==> src/pool_pkg.sv <==
`timescale 1ns / 1ps
// ----------------------------------------------------------------------------
// pool_pkg: shared types and constants for the 2x2 pooling stream
// Sizes of the sample path, line store and counter chain, config register
// codes and the status word passed along the counter cells.
// ----------------------------------------------------------------------------
package pool_pkg;

  localparam int MAX_WIDTH    = 1024;
  localparam int SAMPLE_BITS  = 16;
  localparam int PAIR_BITS    = SAMPLE_BITS + 1;
  localparam int OUT_BITS     = SAMPLE_BITS + 2;
  localparam int STORE_DEPTH  = MAX_WIDTH / 2;
  localparam int ADDR_BITS    = $clog2(STORE_DEPTH);
  localparam int DIM_BITS     = 11;
  localparam int PLANE_BITS   = 16;
  localparam int CNT_BITS     = 16;
  localparam int CFG_BITS     = 16;
  localparam int WIDTH_LIMIT  = MAX_WIDTH - (MAX_WIDTH % 2);
  localparam int HEIGHT_LIMIT = 1024;

  typedef enum logic [1:0] {
    REG_IMAGE_WIDTH  = 2'd0,
    REG_IMAGE_HEIGHT = 2'd1,
    REG_PLANE_COUNT  = 2'd2,
    REG_AVERAGE_MODE = 2'd3
  } cfg_reg_t;

  // status handed from one counter cell to the next
  typedef struct packed {
    logic at_end;  // count is on its last value
    logic carry;   // count wraps on this step
  } cnt_stat_t;

endpackage

==> src/pool_cnt_cell.sv <==
`timescale 1ns / 1ps
// ----------------------------------------------------------------------------
// pool_cnt_cell: one wrapping counter cell of the position chain
// Advances on step, wraps to zero at its limit and hands the wrap on as
// the step of the next cell.
// ----------------------------------------------------------------------------
module pool_cnt_cell
  import pool_pkg::*;
(
  input  logic                clk,
  input  logic                rst,
  input  logic                step,
  input  logic [CNT_BITS-1:0] limit,
  output logic [CNT_BITS-1:0] count,
  output cnt_stat_t           stat
);

  logic [CNT_BITS:0] count_inc;

  assign count_inc   = {1'b0, count} + {{CNT_BITS{1'b0}}, 1'b1};
  // >= also wraps a count left past a lowered limit
  assign stat.at_end = count_inc >= {1'b0, limit};
  assign stat.carry  = step & stat.at_end;

  always_ff @(posedge clk) begin
    if (rst) begin
      count <= '0;
    end else if (step) begin
      if (stat.at_end) begin
        count <= '0;
      end else begin
        count <= count_inc[CNT_BITS-1:0];
      end
    end
  end

endmodule

==> config.mk <==
export PLATFORM = sky130hd
export DESIGN_NAME = pool_cnt_cell
export DESIGN_NICKNAME = d
export VERILOG_FILES = /design/src/pool_pkg.sv /design/src/pool_cnt_cell.sv
export SDC_FILE = /design/constraint.sdc
export NUM_CORES = 1
export LEC_CHECK = 0
export BUFFER_PORTS_ARGS = -buffer_cell sky130_fd_sc_hd__buf_2
export CORE_MARGIN = 5
export CORE_UTILIZATION = 59
export CTS_BUF_LIST = sky130_fd_sc_hd__clkbuf_8
export CTS_CLUSTER_DIAMETER = 120
export DETAILED_ROUTE_END_ITERATION = 10
export GPL_TIMING_DRIVEN = 1
export PLACE_DENSITY = 0.93
export SKIP_LAST_GASP = 1
export SYNTH_ARGS = -nofsm -noshare
export SYNTH_HDL_FRONTEND = slang
export SYNTH_SLANG_ARGS = --single-unit
==> constraint.sdc <==
create_clock -name clk -period 9.5 [get_ports clk]
set_clock_uncertainty 0.15 [all_clocks]
set_input_delay 1.9 -clock clk [delete_from_list [all_inputs] [get_ports clk]]
set_output_delay 1.9 -clock clk [all_outputs]
set_load 0.01 [all_outputs]
# Word level (Yosys, flattened, before mapping)
# Cells that the tools add are included.
# Widths: inputs -> output; s select.
[classes] mul=0 order_cmp=1 n_eq_ne=0 add_sub_neg=1 n_bitwise=1 n_shift=0 muxes=1 n_reduce_logical=0 n_div=0
[op_table] cell="$add 16x1->17 const B" n=1
[op_table] cell="$ge 17x16->1" n=1
[op_table] cell="$mux 16" n=1
[op_table] cell="$and 1x1->1" n=1
[word_totals] word_cells=5 register_bits=16 in_bits=19 mem_bits_rw=0 mem_bits_ro=0 latch_bits=0 memories=0 output_inout_bits=18

# Longest topological paths before layout
# Gate-level depths: netlist (run 1).
[logic_depth] ltp_word=3 mapped_depth=14 ltp_nobuf=13

# Worst setup path before layout (run 1)
# Ideal clock, no wire load.
[synth_path] kind="in2out" startpoint="input port limit[13]" endpoint="output port stat[0] (netlist name)" arrival_ps=3668 t_required_ps=7450 stages=9 slack_ps=3782 path_buffers=1 cell_sequence="inv_1 ha_1 a21oi_1 a21boi_0 o31a_1 or3_1 clkbuf_1 or2_2 and2_1"
[synth_lines] item="start, declared" line="pool_cnt_cell.sv:13" source="input logic [CNT_BITS-1:0] limit,"
[synth_lines] item="end, declared" line="pool_cnt_cell.sv:15" source="output cnt_stat_t stat"

==> summary.txt, run 1 <==
Finish
  • Commonest cells after routing, fill and taps aside: 36 x buf_2, 21 x inv_1, 17 x ha_1
  • Layout cells sized above 1: about 23%
  • Top flop regs: count: 16 flops
  • Most common cell after layout, fill and taps aside: buf_2
  • Flip-flop count of the largest register after layout: 16
  • Nets: 252
  • Syn-to-layout area delta: 16.8%
  • Area of the multi-input gates: around 1000 sq um
  • Fillers: 203
  • # diodes: 0
  • Register with the most flip-flops: count
  • Final Non-Filler Cells: 245
  • Register Area: 320 sq um

Yosys
  • Cells after synthesis: 181
  • Post-Synth XOR/XNOR Area: 8.51%
  • Asr flop ratio synth: 0%
  • Top-area cell type share of the netlist area: 22.2%
  • Post-synthesis cell area: 1440 sq um
  • Synth area leader: dfxtp_1
  • Synth cell types: 37
  • Number of synthesized flops with an enable pin: 0
  • Post-Synth Simple-Gate Area: 26.2%
  • Synthesized area per cell: 7.96 sq um
  • Sequential area share after synthesis: between 20% and 30%
  • Compound-Gate Fraction of Synth Area: approximately a fifth
  • Net count after synthesis: 217
  • Mux share of post-synthesis cell area: 0%
  • Synth Flop Type: dfxtp_1
  • Seq cells post-synth: 16
  • Area contributors post-synth: dfxtp_1 22%, ha_1 15%, a22o_1 6.1%, inv_1 5.5%, o31ai_1 5.2%
  • Yosys warning count: 0
  • Synth Area in Adders: 14.8%
  • Main combinational cell family by area after synthesis: simple AND/OR/NAND/NOR gates

Critical path
  • Worst Setup End Kind: output pin
  • Critical-path top delay cell: or3_1
  • Worst Path Arrival: 3.93 ns
  • R2R cell count: 11
  • Worst reg2reg startpoint: count[2]$_SDFFE_PP0P_
  • Register-to-register setup slack: 5.52 ns
  • Worst Setup Start Kind: primary input
  • Critical path data required time: 7.45 ns
  • Delay of the slowest cell on the worst path: 0.44 ns
  • CP top delay family: simple AND/OR/NAND/NOR gates
  • CP Max Fanout: 7
  • CP Cell Sequence: buf_2, inv_1, ha_1, a21oi_1, a21boi_0, o31a_1, or3_1, or2_2, and2_1, buf_2
  • Crit path kind: primary input to output pin
  • Worst r2r dst: count[9]$_SDFFE_PP0P_
  • WP buf/inv: 3
  • Most common cell on crit path: buf_2

Floorplan
  • Total die area: 3530 sq um
  • Core Box Area: around 2400 sq um
  • Initial Util: 59.8%
  • Die height: ~60 um
  • Die width: 59.4 um
  • Ports: 37
  • Row count: 18

GRT
  • Largest net degree at the start of global routing: 19
  • Initial antenna violation count: 0
  • Global-route wire length before repair: 5620 um
  • Vias in the first global route: 1273
  • Total GRT Usage: between 20% and 30%
  • Global route overflow: 0

STA
  • Tcrit/Tclk final: a little over three fifths
  • Slew @ Worst Pin: 0.518 ns
  • Final hold viol count: 0
  • TNS Setup: 0 ns
  • RSZ-0062 raised after global routing: no
  • Final Max Slew Viols: 0
  • Final min period: 5.98 ns
  • Worst slew margin: 65.5%
  • Fmax: 0.167 GHz
  • Final setup vio count: 0

Placed design
  • # port buffers: 36
  • Placed cells: 241
  • Post-DP HPWL: 2450 um
  • Routability cong.: 0.859

Pwr
  • Maximum VDD drop: around 0.087 mV
  • Power per cell area: 89.9 nW/um^2
  • P_leak: 0.876 nW

Clocking
  • Clock Tree Buf Depth: 2
  • Root Buffer: clkbuf_8
  • Hold Buf Count CTS: 0
  • Worst-path clk slew: 0.07 ns
  • Post-CTS Setup Bufs: 0
  • H-tree levels: 1
  • Post-cts resize count: 0
  • Sinks on Clock Net: 16
  • Clk_lat worst skew: around 0.25 ns
  • Num CTS Buffers: 3
  • CTS tree: done

Detailed routing
  • Total iterations of the first detailed-routing run: 4
  • Via Count: 1460
  • Vias per cell: about 6.0
  • Initial DRC Count: 57
  • Routed WL: 3400 um
  • # DRC: 0
  • Routed length per instance: 13.9 um
  • Antenna-violating nets left: 0

Hold path
  • Hold Path Depth: 1
  • Hold Path Class: flop to flop
  • Worst Hold End: count[14]$_SDFFE_PP0P_
  • Hold Startpoint: count[14]$_SDFFE_PP0P_

Flow run
  • Max-cap violations: 0

Outcome
  • Status: completed
-- cell usage after synthesis, types with 4 or more instances --
library cell	count
a21oi_1	8
a22o_1	10
and3_1	5
dfxtp_1	16
ha_1	17
inv_1	21
nand2_1	11
nand3_1	5
nand4_1	5
nor2_1	12
nor2b_1	4
nor3_1	6
o31ai_1	10
xnor2_1	7
xor2_1	7
-- power breakdown --
part	total, mW	switching, mW	internal, mW
Combinational	0.0213	0.0112	0.0102
Clock	0.0610	0.0243	0.0368
Sequential	0.0691	0.00130	0.0678
-- per-layer routing --
metal  global-route usage [%]  wire length (um)  vias up
met5                        0                 0        -
met4                     4.21                33        0
met3                     3.92               231        4
met2                     36.0              1630       57
met1                     25.7              1510      683
li1                         -                 -      716
-- cell type report --
cell class | count | area share, %
timing repair buffer | 37 | 11.1
sequential | 16 | 19.0
multi-input combinational | 137 | 59.7
clock buffer | 4 | 3.27
tap | 30 | 2.23
inverter | 21 | 4.68
-- per-stage QoR --
stage	power (mW)	hold WS, ns	cell area (sq um)	util (%)	worst slack [ns]
floorplan	0.0844	0.398	1440	-	3.78
global placement	0.0909	0.404	1630	67.6	3.61
detailed placement	0.0916	0.404	1630	67.6	3.57
CTS	0.152	0.419	1680	69.9	3.53
global route	0.159	0.449	1680	69.9	3.34
finish	0.151	0.431	1680	69.9	3.52
-- worst register-to-register path, stage by stage, from the launching register on --
cell and delay (ns):
dfxtp_1 0.50, nand4_1 0.24, nor3_1 0.45, and3_1 0.29, xor2_1 0.17, ha_1 0.27
a21oi_1 0.16, a21boi_0 0.10, o31a_1 0.32, or4_4 0.54, nor3b_4 0.50, a22o_1 0.24
-- cells by family after synthesis --
logic type | after synthesis
simple gates | 67
fa+ha+maj | 17
flops | 16
xor+xnor | 14
compound gates | 39
buf+inv | 28
-- worst max-delay path by stage --
| stage | from | to | slack (ns) | depth (start not counted) |
|---|---|---|---|---|
| 3_5_place_dp | limit[13] | stat[0] | 3.57 | 10 |
| 4_1_cts | limit[13] | stat[0] | 3.53 | 10 |
| 5_1_grt | count[2]$_SDFFE_PP0P_ | stat[0] | 3.34 | 12 |
| 6_report | limit[13] | stat[0] | 3.52 | 10 |
| 3_3_place_gp | limit[13] | stat[0] | 3.61 | 10 |
| 2_1_floorplan | limit[13] | stat[0] | 3.78 | 9 |
No activity file was read; power rests on OpenSTA's default activity.
==> inputs of run 2 (changes only) <==
Settings changed: CORE_UTILIZATION 59 to 49, PLACE_DENSITY 0.93 to 0.83.
Clock period 9.5 ns to 4.9 ns, I/O delays scaled along.
==> run 2 against run 1 <==
Effect of this change: total power rose by 96%; first-iteration DRC count rose by 3.5%; register-to-register slack lost 4.4 ns; critical path type is now flop to output pin.
==> summary.txt, run 2 (synthesis gave the netlist of run 1 again) <==
STA
  • Final hold viol count: 0 (unchanged)
  • Tcrit/Tclk final: about 95%
  • Final min period: 4.68 ns
  • Worst slew margin: 66.1% (was 65.5%)
  • RSZ-0062 raised after global routing: no (unchanged)
  • Final setup margin: 0.224 ns (was 3.52 ns)
  • TNS Setup: 0 ns (unchanged)
  • WHS: 0.428 ns (was 0.431 ns)
  • Slew @ Worst Pin: 0.508 ns (was 0.518 ns)
  • Final setup vio count: 0 (unchanged)
  • Fmax: around 0.21 GHz
  • Final Max Slew Viols: 0 (unchanged)

Finish
  • Layout cells sized above 1: 25.1% (was 22.8%)
  • Most common cell after layout, fill and taps aside: buf_2 (unchanged)
  • Nets: 252 (unchanged)
  • Flip-flop count of the largest register after layout: 16 (unchanged)
  • Syn-to-layout area delta: 18.1% (was 16.8%)
  • Top flop regs: count: 16 flops (unchanged)
  • Final Non-Filler Cells: 246 (was 245)
  • Commonest cells after routing, fill and taps aside: 36 x buf_2, 21 x inv_1, 16 x ha_1 (was 36 x buf_2, 21 x inv_1, 17 x ha_1)
  • # diodes: 0 (unchanged)
  • Register with the most flip-flops: count (unchanged)
  • Post-route cell area: 1700 sq um (was 1680 sq um)

Critical path
  • Worst Path Arrival: 3.55 ns (was 3.93 ns)
  • Critical path data required time: 3.77 ns (was 7.45 ns)
  • CP Cell Sequence: nand4_1, nor3_2, and3_1, xor2_1, ha_1, a21oi_1, a21boi_0, o31a_1, or3_4, or2_2, and2_1, buf_2 (was buf_2, inv_1, ha_1, a21oi_1, a21boi_0, o31a_1, or3_1, or2_2, and2_1, buf_2)
  • CP Max Fanout: 10 (was 7)
  • Crit path kind: flop to output pin (was primary input to output pin)
  • Critical-path top delay cell: dfxtp_1 (was or3_1)
  • Worst Setup End Kind: output pin (unchanged)
  • Worst Setup Start Kind: flop (was primary input)
  • Delay of the slowest cell on the worst path: 0.49 ns (was 0.44 ns)

Detailed routing
  • Routed length per instance: 14.4 um (was 13.9 um)
  • # DRC: 0 (unchanged)
  • Vias per cell: 5.79 (was 5.96)
  • Antenna-violating nets left: 0 (unchanged)
  • Routed WL: 3530 um (was 3400 um)
  • Total iterations of the first detailed-routing run: 4 (unchanged)
  • Via Count: 1425 (was 1460)
  • Initial DRC Count: 59 (was 57)

Placed design
  • Dpl ws: 0.400 ns (was 3.57 ns)
  • # port buffers: 36 (unchanged)
  • Placed cells: 242 (was 241)
  • Routability cong.: 0.934 (was 0.859)
  • DP Area: 1630 sq um (about the same)
  • Post-DP HPWL: 2630 um (was 2450 um)

Floorplan
  • Total die area: 4130 sq um (was 3530 sq um)
  • Initial Util: 51.8% (was 59.8%)
  • Die height: 64.2 um (was 59.4 um)
  • Ports: 37 (unchanged)
  • Core Box Area: 2780 sq um (was 2410 sq um)
  • Row count: 19 (was 18)
  • Die width: 64.2 um (was 59.4 um)

Clocking
  • Clk_lat worst skew: 0.25 ns (about the same)
  • Clock Tree Buf Depth: 2 (unchanged)
  • Worst-path clk slew: 0.06 ns (was 0.07 ns)
  • CTS tree: done (unchanged)
  • Sinks on Clock Net: 16 (unchanged)
  • Root Buffer: clkbuf_8 (unchanged)
  • Post-cts resize count: 0 (unchanged)
  • Num CTS Buffers: 3 (unchanged)
  • Post-CTS Setup Bufs: 0 (unchanged)
  • H-tree levels: 1 (unchanged)
  • Hold Buf Count CTS: 0 (unchanged)

GRT
  • Initial antenna violation count: 0 (unchanged)
  • Vias in the first global route: 1356 (was 1273)
  • Largest net degree at the start of global routing: 18 (was 19)
  • Global route overflow: 0 (unchanged)
  • Total GRT Usage: 17.3% (was 20.5%)
  • Global-route wire length before repair: 5980 um (was 5620 um)

Pwr
  • Power per cell area: 174 nW/um^2 (was 89.9 nW/um^2)
  • P_leak: 0.872 nW (was 0.876 nW)
  • Maximum VDD drop: 0.278 mV (was 0.0869 mV)

Flow run
  • Max-cap violations: 0 (unchanged)

Outcome
  • Status: completed (unchanged)

Hold path
  • Hold Path Class: flop to flop (unchanged)
-- run 2: final timing paths --
check,startpoint,to,slack [ns],depth (start not counted)
min,count[4]$_SDFFE_PP0P_,count[4]$_SDFFE_PP0P_,0.43,1
max reg2reg,count[2]$_SDFFE_PP0P_,count[4]$_SDFFE_PP0P_,1.12,11
min reg2reg,count[4]$_SDFFE_PP0P_,count[4]$_SDFFE_PP0P_,0.43,1
max,count[2]$_SDFFE_PP0P_,stat[0],0.22,12
-- run 2: power by group --
group / internal, mW / total [mW] / switching (mW)
Clock: 0.0713 / 0.120 / 0.0489
Sequential: 0.132 / 0.134 / 0.00259
Combinational: 0.0199 / 0.0423 / 0.0224
Total: 0.223 / 0.297 / 0.0738
-- run 2: metal layers --
layer  up-vias  global-route usage [%]  wire length [um]
met2        50                    28.0              1640
met1       651                    22.9              1600
met5         -                       0                 0
met3        10                    4.03               224
li1        714                       -                 -
met4         0                    4.83                70
-- run 2: cell type report --
type	count	area [sq um]
Timing Repair Buffer	37	188
Fill cell	251	1080
Multi-Input combinational cell	137	1020
Sequential cell	16	322
Clock buffer	4	55.1
Inverter	21	78.8
Tap cell	31	38.8
-- run 2: stage by stage --
stage               util (%)  total power [mW]
floorplan                  -             0.164
detailed placement      58.6             0.179
finish                  61.2             0.297
global placement        58.6             0.178
CTS                     60.6             0.297
global route            61.2             0.310
-- run 2: critical path: cells and delay by family, from the launching register on --
kind | cells | cell delay, ns
AND/OR/NAND/NOR | 6 | 1.70
AO/OA/AOI/OAI | 3 | 0.54
flip-flops | 1 | 0.49
buffers and inverters | 1 | 0.14
XOR/XNOR | 1 | 0.16
adder cells (fa/ha/maj) | 1 | 0.27
==> inputs of run 3 (changes only) <==
Settings changed: CORE_ASPECT_RATIO from default to 2, MAX_ROUTING_LAYER from default to met4, TNS_END_PERCENT from default to 20.
==> run 3 against run 2 <==
Effect of this change: non-clock buffer count up 2; critical endpoint unchanged; clock power about the same; worst hold slack worse by 0.0062 ns; global-route usage up 2.4 points; sequential power about the same; critical path type unchanged; total power up 0.62%; cell count up 0.41%; setup slack better by 0.021 ns; first-iteration DRC count down 44%; final area up 1.2%; largest power group unchanged.
==> summary.txt, run 3 (synthesis gave the netlist of run 1 again) <==
Floorplan
  • Die width: 48.4 um (was 64.2 um)
  • Die height: 86.7 um (was 64.2 um)
  • Core Box Area: 2910 sq um (was 2780 sq um)
  • Total die area: 4190 sq um (was 4130 sq um)
  • Initial Util: 49.6% (was 51.8%)
  • Ports: 37 (unchanged)
  • Row count: 28 (was 19)

Finish
  • Commonest cells after routing, fill and taps aside: 36 x buf_2, 21 x inv_1, 16 x ha_1 (unchanged)
  • Most common cell after layout, fill and taps aside: buf_2 (unchanged)
  • Final Non-Filler Cells: 247 (was 246)
  • Top flop regs: count: 16 flops (unchanged)
  • # diodes: 0 (unchanged)
  • Nets: 254 (was 252)
  • Layout cells sized above 1: 25.8% (was 25.1%)
  • Syn-to-layout area delta: 19.4% (was 18.1%)
  • Flip-flop count of the largest register after layout: 16 (unchanged)
  • Post-route cell area: 1720 sq um (was 1700 sq um)
  • Fillers: 275 (was 251)
  • Register with the most flip-flops: count (unchanged)
  • Final Core Density: 59.2% (was 61.2%)

Detailed routing
  • # DRC: 0 (unchanged)
  • Routed length per instance: 16.2 um (was 14.4 um)
  • Total iterations of the first detailed-routing run: 4 (unchanged)
  • Initial DRC Count: 33 (was 59)
  • Routed WL: 4000 um (was 3530 um)
  • Vias per cell: 6.03 (was 5.79)
  • Antenna-violating nets left: 0 (unchanged)
  • Via Count: 1490 (was 1425)

STA
  • Tcrit/Tclk final: 95.0% (was 95.4%)
  • Final setup vio count: 0 (unchanged)
  • Worst slew margin: 66.1% (about the same)
  • Final min period: 4.65 ns (was 4.68 ns)
  • Slew @ Worst Pin: 0.508 ns (about the same)
  • Final hold viol count: 0 (unchanged)
  • Final Max Slew Viols: 0 (unchanged)
  • TNS Setup: 0 ns (unchanged)
  • RSZ-0062 raised after global routing: no (unchanged)
  • Fmax: 0.215 GHz (was 0.214 GHz)

GRT
  • Total GRT Usage: 19.7% (was 17.3%)
  • Largest net degree at the start of global routing: 18 (unchanged)
  • Vias in the first global route: 1494 (was 1356)
  • Global-route wire length before repair: 6430 um (was 5980 um)
  • Global route overflow: 0 (unchanged)
  • Initial antenna violation count: 0 (unchanged)

Critical path
  • Worst Path Arrival: 3.52 ns (was 3.55 ns)
  • Critical path data required time: 3.77 ns (about the same)
  • Worst Setup Start Kind: flop (unchanged)
  • CP Max Fanout: 10 (unchanged)
  • Crit path kind: flop to output pin (unchanged)
  • Worst Setup End Kind: output pin (unchanged)

Clocking
  • Hold Buf Count CTS: 0 (unchanged)
  • Worst-path clk slew: 0.07 ns (was 0.06 ns)
  • Clk_lat worst skew: 0.26 ns (was 0.25 ns)
  • Num CTS Buffers: 3 (unchanged)
  • H-tree levels: 1 (unchanged)
  • Root Buffer: clkbuf_8 (unchanged)
  • Clock Tree Buf Depth: 2 (unchanged)
  • CTS tree: done (unchanged)
  • Sinks on Clock Net: 16 (unchanged)

Placed design
  • Routability cong.: 0.947 (was 0.934)
  • Placed cells: 241 (was 242)
  • # port buffers: 36 (unchanged)
  • Post-DP HPWL: 3020 um (was 2630 um)
  • DP Area: 1630 sq um (about the same)

Outcome
  • Status: completed (unchanged)

Pwr
  • Power per cell area: 173 nW/um^2 (was 174 nW/um^2)
  • Maximum VDD drop: 0.106 mV (was 0.278 mV)
  • Design Power: 298 uW (was 297 uW)
  • P_leak: 0.897 nW (was 0.872 nW)

Flow run
  • Max-cap violations: 0 (unchanged)

Hold path
  • Hold Path Class: flop to flop (unchanged)
==> run 3: changes by cell type in the layout (fill, tap and decap cells not counted) <==
| cell | delta |
|---|---|
| buf_4 | +2 |
| nor3_4 | +1 |
| nor3_2 | -1 |
==> run 3: final timing paths <==
check	start	end	slack (ns)	cells past startpoint
setup / recovery	count[2]$_SDFFE_PP0P_	stat[0]	0.25	13
hold / removal	count[6]$_SDFFE_PP0P_	count[6]$_SDFFE_PP0P_	0.42	2
setup reg to reg	count[2]$_SDFFE_PP0P_	count[4]$_SDFFE_PP0P_	1.14	12
hold reg to reg	count[6]$_SDFFE_PP0P_	count[6]$_SDFFE_PP0P_	0.42	2
==> run 3: metrics by stage <==
step | worst slack [ns] | hold WS, ns
after floorplan | 0.687 | 0.398
after global placement | 0.330 | 0.391
after detailed placement | 0.297 | 0.405
after CTS | 0.115 | 0.418
after global routing | 0.0406 | 0.443
final | 0.246 | 0.422
==> run 3: final cells by class <==
type	instances	area, sq um	share of cell area (%)
multi-input cells	137	1030	59.6
flip-flops and latches	16	322	18.7
repair buffers	39	203	11.8
inverters	21	78.8	4.58
clock buffers	4	55.1	3.20
well taps	30	37.5	2.18
==> run 3: what timing repair did <==
item	4_1_cts	5_1_grt
endpoints found under the setup margin	1	2
pin swaps	0	1
setup buffers	0	2
resized for setup	1	5
cloned	0	0
==> run 3: power breakdown <==
group	internal (mW)	total [mW]	leakage (nW)	switching (mW)
clock	0.0715	0.122	0.0288	0.0507
combinational	0.0198	0.0420	0.738	0.0222
sequential	0.132	0.134	0.129	0.00263
==> run 3: worst max-delay path, cell delays in order (launching register included) <==
cell	delay (ns)
dfxtp_1	0.48
nand4_1	0.15
buf_4	0.19
nor3_4	0.22
and3_1	0.24
xor2_1	0.16
ha_1	0.28
a21oi_1	0.15
a21boi_0	0.11
o31a_1	0.32
or3_4	0.39
or2_2	0.30
and2_1	0.15
buf_2	0.13
==> run 3: per-layer routing <==
metal	wire length, um	global-route usage, %	vias up
met4	313	16.9	0
met5	0	-	-
met1	1420	18.1	689
li1	-	-	717
met2	2040	34.8	60
met3	225	2.75	24
